### src/rtl/core/modexp_pkg.sv
// Shared word size, types and register indexes for the modular exponentiation block.
package modexp_pkg;

   localparam int WORD_BITS = 32;
   localparam int CNT_BITS = $clog2(WORD_BITS);

   typedef logic [WORD_BITS-1:0] word_type;
   typedef logic [CNT_BITS-1:0]  count_type;

   // Configuration register indexes.
   localparam int CSR_INDEX_BITS = 1;
   localparam logic [CSR_INDEX_BITS-1:0] CSR_MODULUS          = 1'b0;
   localparam logic [CSR_INDEX_BITS-1:0] CSR_PRIVATE_EXPONENT = 1'b1;

endpackage

### src/rtl/core/modular_exponentiation_top.sv
// Diffie-Hellman modular exponentiation: base to the private exponent modulo the modulus.
//
// Each accepted base yields one result, base ^ private_exponent mod modulus, computed by
// square-and-multiply over all WORD_BITS exponent bits, most significant first. Every
// modular multiply is a bit-serial shift-and-add that takes one multiplier bit per cycle.
// A transaction is accepted, the base is reduced by restoring division, then one squaring
// runs per exponent bit and one further multiply per set exponent bit, and the result is
// handed to the output register once it is free. A zero modulus gives a zero result
// without the reduction or the multiplies. One transaction is in flight at a time;
// a finished result waits in the output register while the next base is accepted.
// Configuration must be written only while the block is idle; the block itself does
// not enforce it.
module modular_exponentiation_top (
   input  logic                                clock,
   input  logic                                reset,
   input  logic                                req_valid,
   output logic                                req_stall,
   input  modexp_pkg::word_type                req_base_value,
   output logic                                rsp_valid,
   input  logic                                rsp_stall,
   output modexp_pkg::word_type                rsp_power_result,
   input  logic                                csr_write_enable,
   input  logic [modexp_pkg::CSR_INDEX_BITS-1:0] csr_index,
   input  modexp_pkg::word_type                csr_write_data
);
   import modexp_pkg::*;

   localparam int EXT_BITS = WORD_BITS + 2;

   localparam logic [1:0] ST_IDLE   = 2'd0;
   localparam logic [1:0] ST_REDUCE = 2'd1;
   localparam logic [1:0] ST_MUL    = 2'd2;
   localparam logic [1:0] ST_FINISH = 2'd3;

   logic [1:0] state_ff, state_in;
   word_type   modulus_ff, modulus_in;
   word_type   exponent_ff, exponent_in;
   word_type   dividend_ff, dividend_in;
   word_type   base_ff, base_in;
   word_type   prod_ff, prod_in;
   word_type   mcand_ff, mcand_in;
   word_type   mplier_ff, mplier_in;
   word_type   exp_ff, exp_in;
   word_type   result_ff, result_in;
   word_type   rsp_data_ff, rsp_data_in;
   count_type  bit_cnt_ff, bit_cnt_in;
   count_type  exp_cnt_ff, exp_cnt_in;
   logic       square_ff, square_in;
   logic       rsp_valid_ff, rsp_valid_in;

   // Restoring division step for the base reduction.
   logic [WORD_BITS:0] rem_shift;
   word_type           rem_next;

   // One shift-and-add step of the modular multiply: (2 * prod + bit * mcand) mod m.
   logic [EXT_BITS-1:0] mod_ext, mod2_ext, step_sum;
   word_type            step_next;

   word_type acc_init;
   logic     out_free;

   always_comb begin
      rem_shift = {base_ff, dividend_ff[WORD_BITS-1]};
      if (rem_shift >= {1'b0, modulus_ff}) begin
         rem_next = WORD_BITS'(rem_shift - {1'b0, modulus_ff});
      end else begin
         rem_next = rem_shift[WORD_BITS-1:0];
      end
   end

   always_comb begin
      mod_ext  = {2'b00, modulus_ff};
      mod2_ext = {1'b0, modulus_ff, 1'b0};
      step_sum = {1'b0, prod_ff, 1'b0}
               + (mplier_ff[WORD_BITS-1] ? {2'b00, mcand_ff} : EXT_BITS'(0));
      priority if (step_sum >= mod2_ext) begin
         step_next = WORD_BITS'(step_sum - mod2_ext);
      end else if (step_sum >= mod_ext) begin
         step_next = WORD_BITS'(step_sum - mod_ext);
      end else begin
         step_next = step_sum[WORD_BITS-1:0];
      end
   end

   // One modulo a unit modulus is zero; otherwise it is one.
   assign acc_init = (modulus_ff == WORD_BITS'(1)) ? '0 : WORD_BITS'(1);
   assign out_free = !rsp_valid_ff || !rsp_stall;

   always_comb begin
      state_in     = state_ff;
      modulus_in   = modulus_ff;
      exponent_in  = exponent_ff;
      dividend_in  = dividend_ff;
      base_in      = base_ff;
      prod_in      = prod_ff;
      mcand_in     = mcand_ff;
      mplier_in    = mplier_ff;
      exp_in       = exp_ff;
      result_in    = result_ff;
      rsp_data_in  = rsp_data_ff;
      bit_cnt_in   = bit_cnt_ff;
      exp_cnt_in   = exp_cnt_ff;
      square_in    = square_ff;
      rsp_valid_in = rsp_valid_ff && rsp_stall;

      if (csr_write_enable) begin
         unique case (csr_index)
            CSR_MODULUS:          modulus_in  = csr_write_data;
            CSR_PRIVATE_EXPONENT: exponent_in = csr_write_data;
            default: ;
         endcase
      end

      unique case (state_ff)
         ST_IDLE: begin
            if (req_valid) begin
               if (modulus_ff == '0) begin
                  result_in = '0;
                  state_in  = ST_FINISH;
               end else begin
                  dividend_in = req_base_value;
                  base_in     = '0;
                  bit_cnt_in  = CNT_BITS'(WORD_BITS - 1);
                  state_in    = ST_REDUCE;
               end
            end
         end
         ST_REDUCE: begin
            // base_ff serves as the running remainder until the reduction ends.
            base_in     = rem_next;
            dividend_in = {dividend_ff[WORD_BITS-2:0], 1'b0};
            bit_cnt_in  = bit_cnt_ff - CNT_BITS'(1);
            if (bit_cnt_ff == '0) begin
               exp_in     = exponent_ff;
               exp_cnt_in = CNT_BITS'(WORD_BITS - 1);
               prod_in    = '0;
               mcand_in   = acc_init;
               mplier_in  = acc_init;
               square_in  = 1'b1;
               bit_cnt_in = CNT_BITS'(WORD_BITS - 1);
               state_in   = ST_MUL;
            end
         end
         ST_MUL: begin
            prod_in    = step_next;
            mplier_in  = {mplier_ff[WORD_BITS-2:0], 1'b0};
            bit_cnt_in = bit_cnt_ff - CNT_BITS'(1);
            if (bit_cnt_ff == '0) begin
               prod_in    = '0;
               bit_cnt_in = CNT_BITS'(WORD_BITS - 1);
               priority if (square_ff && exp_ff[WORD_BITS-1]) begin
                  mcand_in  = base_ff;
                  mplier_in = step_next;
                  square_in = 1'b0;
               end else if (exp_cnt_ff == '0) begin
                  result_in = step_next;
                  state_in  = ST_FINISH;
               end else begin
                  exp_in     = {exp_ff[WORD_BITS-2:0], 1'b0};
                  exp_cnt_in = exp_cnt_ff - CNT_BITS'(1);
                  mcand_in   = step_next;
                  mplier_in  = step_next;
                  square_in  = 1'b1;
               end
            end
         end
         ST_FINISH: begin
            if (out_free) begin
               rsp_data_in  = result_ff;
               rsp_valid_in = 1'b1;
               state_in     = ST_IDLE;
            end
         end
         default: state_in = ST_IDLE;
      endcase
   end

   always_ff @(posedge clock) begin
      if (reset) begin
         state_ff     <= ST_IDLE;
         modulus_ff   <= WORD_BITS'(2);
         exponent_ff  <= '0;
         rsp_valid_ff <= 1'b0;
      end else begin
         state_ff     <= state_in;
         modulus_ff   <= modulus_in;
         exponent_ff  <= exponent_in;
         rsp_valid_ff <= rsp_valid_in;
      end
   end

   always_ff @(posedge clock) begin
      dividend_ff <= dividend_in;
      base_ff     <= base_in;
      prod_ff     <= prod_in;
      mcand_ff    <= mcand_in;
      mplier_ff   <= mplier_in;
      exp_ff      <= exp_in;
      result_ff   <= result_in;
      rsp_data_ff <= rsp_data_in;
      bit_cnt_ff  <= bit_cnt_in;
      exp_cnt_ff  <= exp_cnt_in;
      square_ff   <= square_in;
   end

   assign req_stall        = (state_ff != ST_IDLE);
   assign rsp_valid        = rsp_valid_ff;
   assign rsp_power_result = rsp_data_ff;

endmodule
### config.mk
export PLATFORM = sky130hd
export DESIGN_NAME = modular_exponentiation_top
export DESIGN_NICKNAME = d
export VERILOG_FILES = /design/src/rtl/core/modexp_pkg.sv /design/src/rtl/core/modular_exponentiation_top.sv
export SDC_FILE = /design/constraint.sdc
export NUM_CORES = 1
export LEC_CHECK = 0
export BUFFER_PORTS_ARGS = -buffer_cell sky130_fd_sc_hd__buf_2
export CAP_MARGIN = 10
export CORE_MARGIN = 5
export CORE_UTILIZATION = 50
export DETAILED_ROUTE_END_ITERATION = 10
export HOLD_SLACK_MARGIN = 0.05
export PLACE_DENSITY = 0.67
export SLEW_MARGIN = 20
export SYNTH_ARGS = -nofsm -noshare
export SYNTH_HDL_FRONTEND = slang
export SYNTH_SLANG_ARGS = --single-unit
export TNS_END_PERCENT = 30
### constraint.sdc
create_clock -name clock -period 10.7 [get_ports clock]
set_input_delay 2.675 -clock clock [delete_from_list [all_inputs] [get_ports clock]]
set_output_delay 2.675 -clock clock [all_outputs]
set_load 0.01 [all_outputs]
==> impl_metrics.json <==
{
  "cts_tree": "yes",
  "synthArstFlopShare_pct": 0,
  "portBuffers": 103,
  "dieArea_sq_um": 45000,
  "postRouteAntennaNets": 0,
  "die_height_um": 212,
  "vias": 16200,
  "grt_max_degree": 68,
  "fp.dieW_um": 212,
  "status": "finished, final reports clean",
  "ios": 104,
  "clock_sinks": 334,
  "fillers": 3603,
  "dpl_worst_slack_ns": 3.54,
  "antenna_found_initial": 0,
  "multiInputGateArea_sq_um": 10500,
  "seq_area_frac_synth_pct": 45.8,
  "wl_per_cell_um": 20.7,
  "finalPower_w": 0.00724,
  "ff_latch_area_sq_um": 9360,
  "clkLatencyLatePin_ns": 0.56,
  "finClkSkew_ns": 0.0172,
  "synth_edf_count": 267,
  "cp.arrival_ns": 7.59,
  "switching_share_pct": 43.5,
  "drv_cap": 0,
  "netlist_area_sq_um": 20500,
  "end_kind": "register",
  "cts.htree.levels": 2,
  "ys_types": 79,
  "hold_buffers": 0,
  "synth_top_cell_area_share_pct": 39.2,
  "p_leak_nw": 8.69,
  "dpl_cell_area_sq_um": 21500,
  "ys_warn_count": 0,
  "cts_resized": 0,
  "root_buffer": "clkbuf_16",
  "synth_flop_cell": "edfxtp_1",
  "synth.avg_cell_area_sq_um": 9.78,
  "core-area_sq_um": 40600,
  "synthToLayoutAreaGrowth_pct": 11.5,
  "final-setup-viol-count": 0,
  "period_share_pct": 67.3,
  "internal-power_w": 0.00409,
  "max_freq_ghz": 0.139,
  "gp_congestion": 1.04,
  "min_path_type": "reg -> reg",
  "final_cell_area_sq_um": 22800,
  "max-vdd-ir-drop_mv": 0.145,
  "relSlewSlack_pct": 32.0,
  "p_switching_w": 0.00315,
  "rsz0062_at_grt": "no",
  "finalHoldViolations": 0,
  "cts_made_buffers": 38,
  "tightest_slew_ns": 1.02,
  "clockBufferDepth": 3,
  "grt_pass1_vias": 15800,
  "syn-num-nets": 2299,
  "pwr-share-comb_pct": 55.6,
  "tns_ns": 0,
  "yosys_register_bits": 334,
  "cts_setup_buffers": 0,
  "place_hpwl_mm": 42.1,
  "p_clk_share_pct": 18.5,
  "synthCells": 2091,
  "dr.first_iter.drc_count": 1340,
  "rows": 74,
  "seqPwrFrac_pct": 25.9,
  "finalCriticalPeriod_ns": 7.21,
  "power.density_nw_per_um2": 317,
  "start_kind": "register",
  "initial_core_util_pct": 50.3,
  "layout_setup_ws_ns": 3.49,
  "diodes": 0,
  "route.detailed.drc": 0,
  "synthTopCellsByArea": "edfxtp_1 39%, ha_1 8.2%, dfxtp_1 6.6%, a21oi_1 5.0%, nand2_1 4.8%",
  "nNetsFinal": 2373,
  "gr-total-overflow": 0,
  "wirelength_mm": 56.5,
  "grt.total_usage_pct": 24.7,
  "critical_path.max_fanout": 53,
  "critical_path_class": "reg -> reg",
  "maxSlewViolCount": 0,
  "grt_pass1_wl_mm": 87.8,
  "viasPerCell": 5.95,
  "first_pass_iters": 7,
  "required_ns": 11.08,
  "clkTransAtPathRegs_ns": 0.06,
  "drive_gt1_share_pct": 13.8,
  "synth.largest_area_cell": "edfxtp_1"
}
==> through the flow <==
stage          instances  utilization, %  hold slack [ns]
3_5_place_dp        2657            53.0            0.405
5_1_grt             2727            56.1            0.419
4_1_cts             2727            56.1            0.419
3_3_place_gp        2657            52.9            0.401
6_report            2727            56.1            0.418
2_1_floorplan       2091               -            0.400
==> flip-flops by register name, summed over array words and instances (netlist names) <==
register / cells
prod_ff: 32
base_ff: 32
exp_ff: 32
mplier_ff: 32
modulus_ff: 32
rsp_valid: 1
exp_cnt_ff: 5
result_ff: 32
rsp_power_result: 32
bit_cnt_ff: 5
square_ff: 1
mcand_ff: 32
state_ff: 2
exponent_ff: 32
dividend_ff: 32
==> worst max-delay path: stages (launching register included) <==
cell,delay (ns)
edfxtp_1,0.66
and2_1,0.21
ha_1,0.20
inv_1,0.07
fa_1,0.39
nor2b_1,0.18
nor3_1,0.06
o21a_1,0.22
o21ai_0,0.65
o21a_1,0.20
o21ai_0,0.08
a21boi_0,0.30
mux2i_1,0.13
or2_2,0.35
ha_1,0.39
a211oi_1,0.25
o21ai_0,0.14
a211oi_1,0.25
o21bai_1,0.14
o31ai_1,0.20
a31oi_1,0.16
a2111oi_4,0.33
buf_4,0.55
inv_2,0.29
o21a_1,0.18
a31o_2,0.25
o21ai_0,0.15
==> cell usage in the layout (no fill, tap or decap), types with 32 or more instances in the layout <==
cell type	n
xnor2_1	68
ha_1	132
o21ai_0	95
clkbuf_16	39
dfxtp_1	67
inv_1	84
nor2_1	185
buf_2	102
xor2_1	35
a21oi_1	201
a21o_1	56
and2_1	37
nand2_1	259
mux2i_1	32
edfxtp_1	267
mux2_2	71
==> routing by layer <==
layer  vias up  GRT usage, %  wire length (um)  part of all wire, %
met2       583          39.2             25600                   45
met1      7750          35.7             25300                   45
met4         0          7.08              1680                  3.0
li1       7803             -                 -                    -
met3        97          3.62              3940                  7.0
met5         -             0                 0                    0
==> power by group through the flow <==
stage	registers [W]	logic, W	clock network [W]
floorplan	0.00187	0.00298	0
detailed placement	0.00190	0.00392	0
CTS	0.00187	0.00394	0.00136
finish	0.00187	0.00403	0.00134
global placement	0.00189	0.00387	0
global route	0.00190	0.00439	0.00143
==> synth_stat cells, types with 6 or more instances <==
cell	instances
a211o_1	6
a211oi_1	25
a21o_1	56
a21oi_1	203
a31o_2	12
a31oi_1	22
and2_1	38
and3_1	12
buf_1	8
buf_2	8
clkbuf_1	70
dfxtp_1	67
edfxtp_1	267
ha_1	134
inv_1	84
mux2_2	71
mux2i_1	33
nand2_1	261
nand2b_1	14
nand3_1	27
nand3b_1	7
nand4_1	28
nor2_1	187
nor2b_1	19
nor3_1	29
nor4_1	14
o21a_1	26
o21ai_0	98
o21ai_1	21
o21bai_1	21
o31ai_1	10
or2_2	11
or3_1	7
xnor2_1	68
xor2_1	35
==> path summary, 6_finish.rpt <==
kind	slack (ns)	depth (start not counted)	to	start
worst max-delay path	3.49	26	mcand_ff[15]	mplier_ff[31]
worst min-delay path	0.42	0	rsp_power_result[21]	result_ff[21]
worst max register to register	3.49	26	mcand_ff[15]	mplier_ff[31]
worst min register to register	0.42	0	rsp_power_result[21]	result_ff[21]
==> cell type report <==
class / count / area share (%)
inverter: 85 / 1.40
multi-input combinational: 1584 / 46.1
sequential: 334 / 41.0
clock inverter: 23 / 1.16
tap: 532 / 2.92
timing repair buffer: 122 / 2.90
clock buffer: 47 / 4.45
==> kinds of logic (layout without fill, tap and decap cells) <==
family	after synthesis	count (layout)	share of synthesized area (%)
muxes	105	105	5.60
adders and majority gates	138	138	8.59
buffers and inverters	173	277	3.30
DFF	334	334	45.8
xor gates and xnor gates	103	103	4.41
and+or+nand+nor	664	664	14.6
AOI/OAI and AO/OA	574	574	17.7
Note: power is estimated with default switching activity, not from simulation.
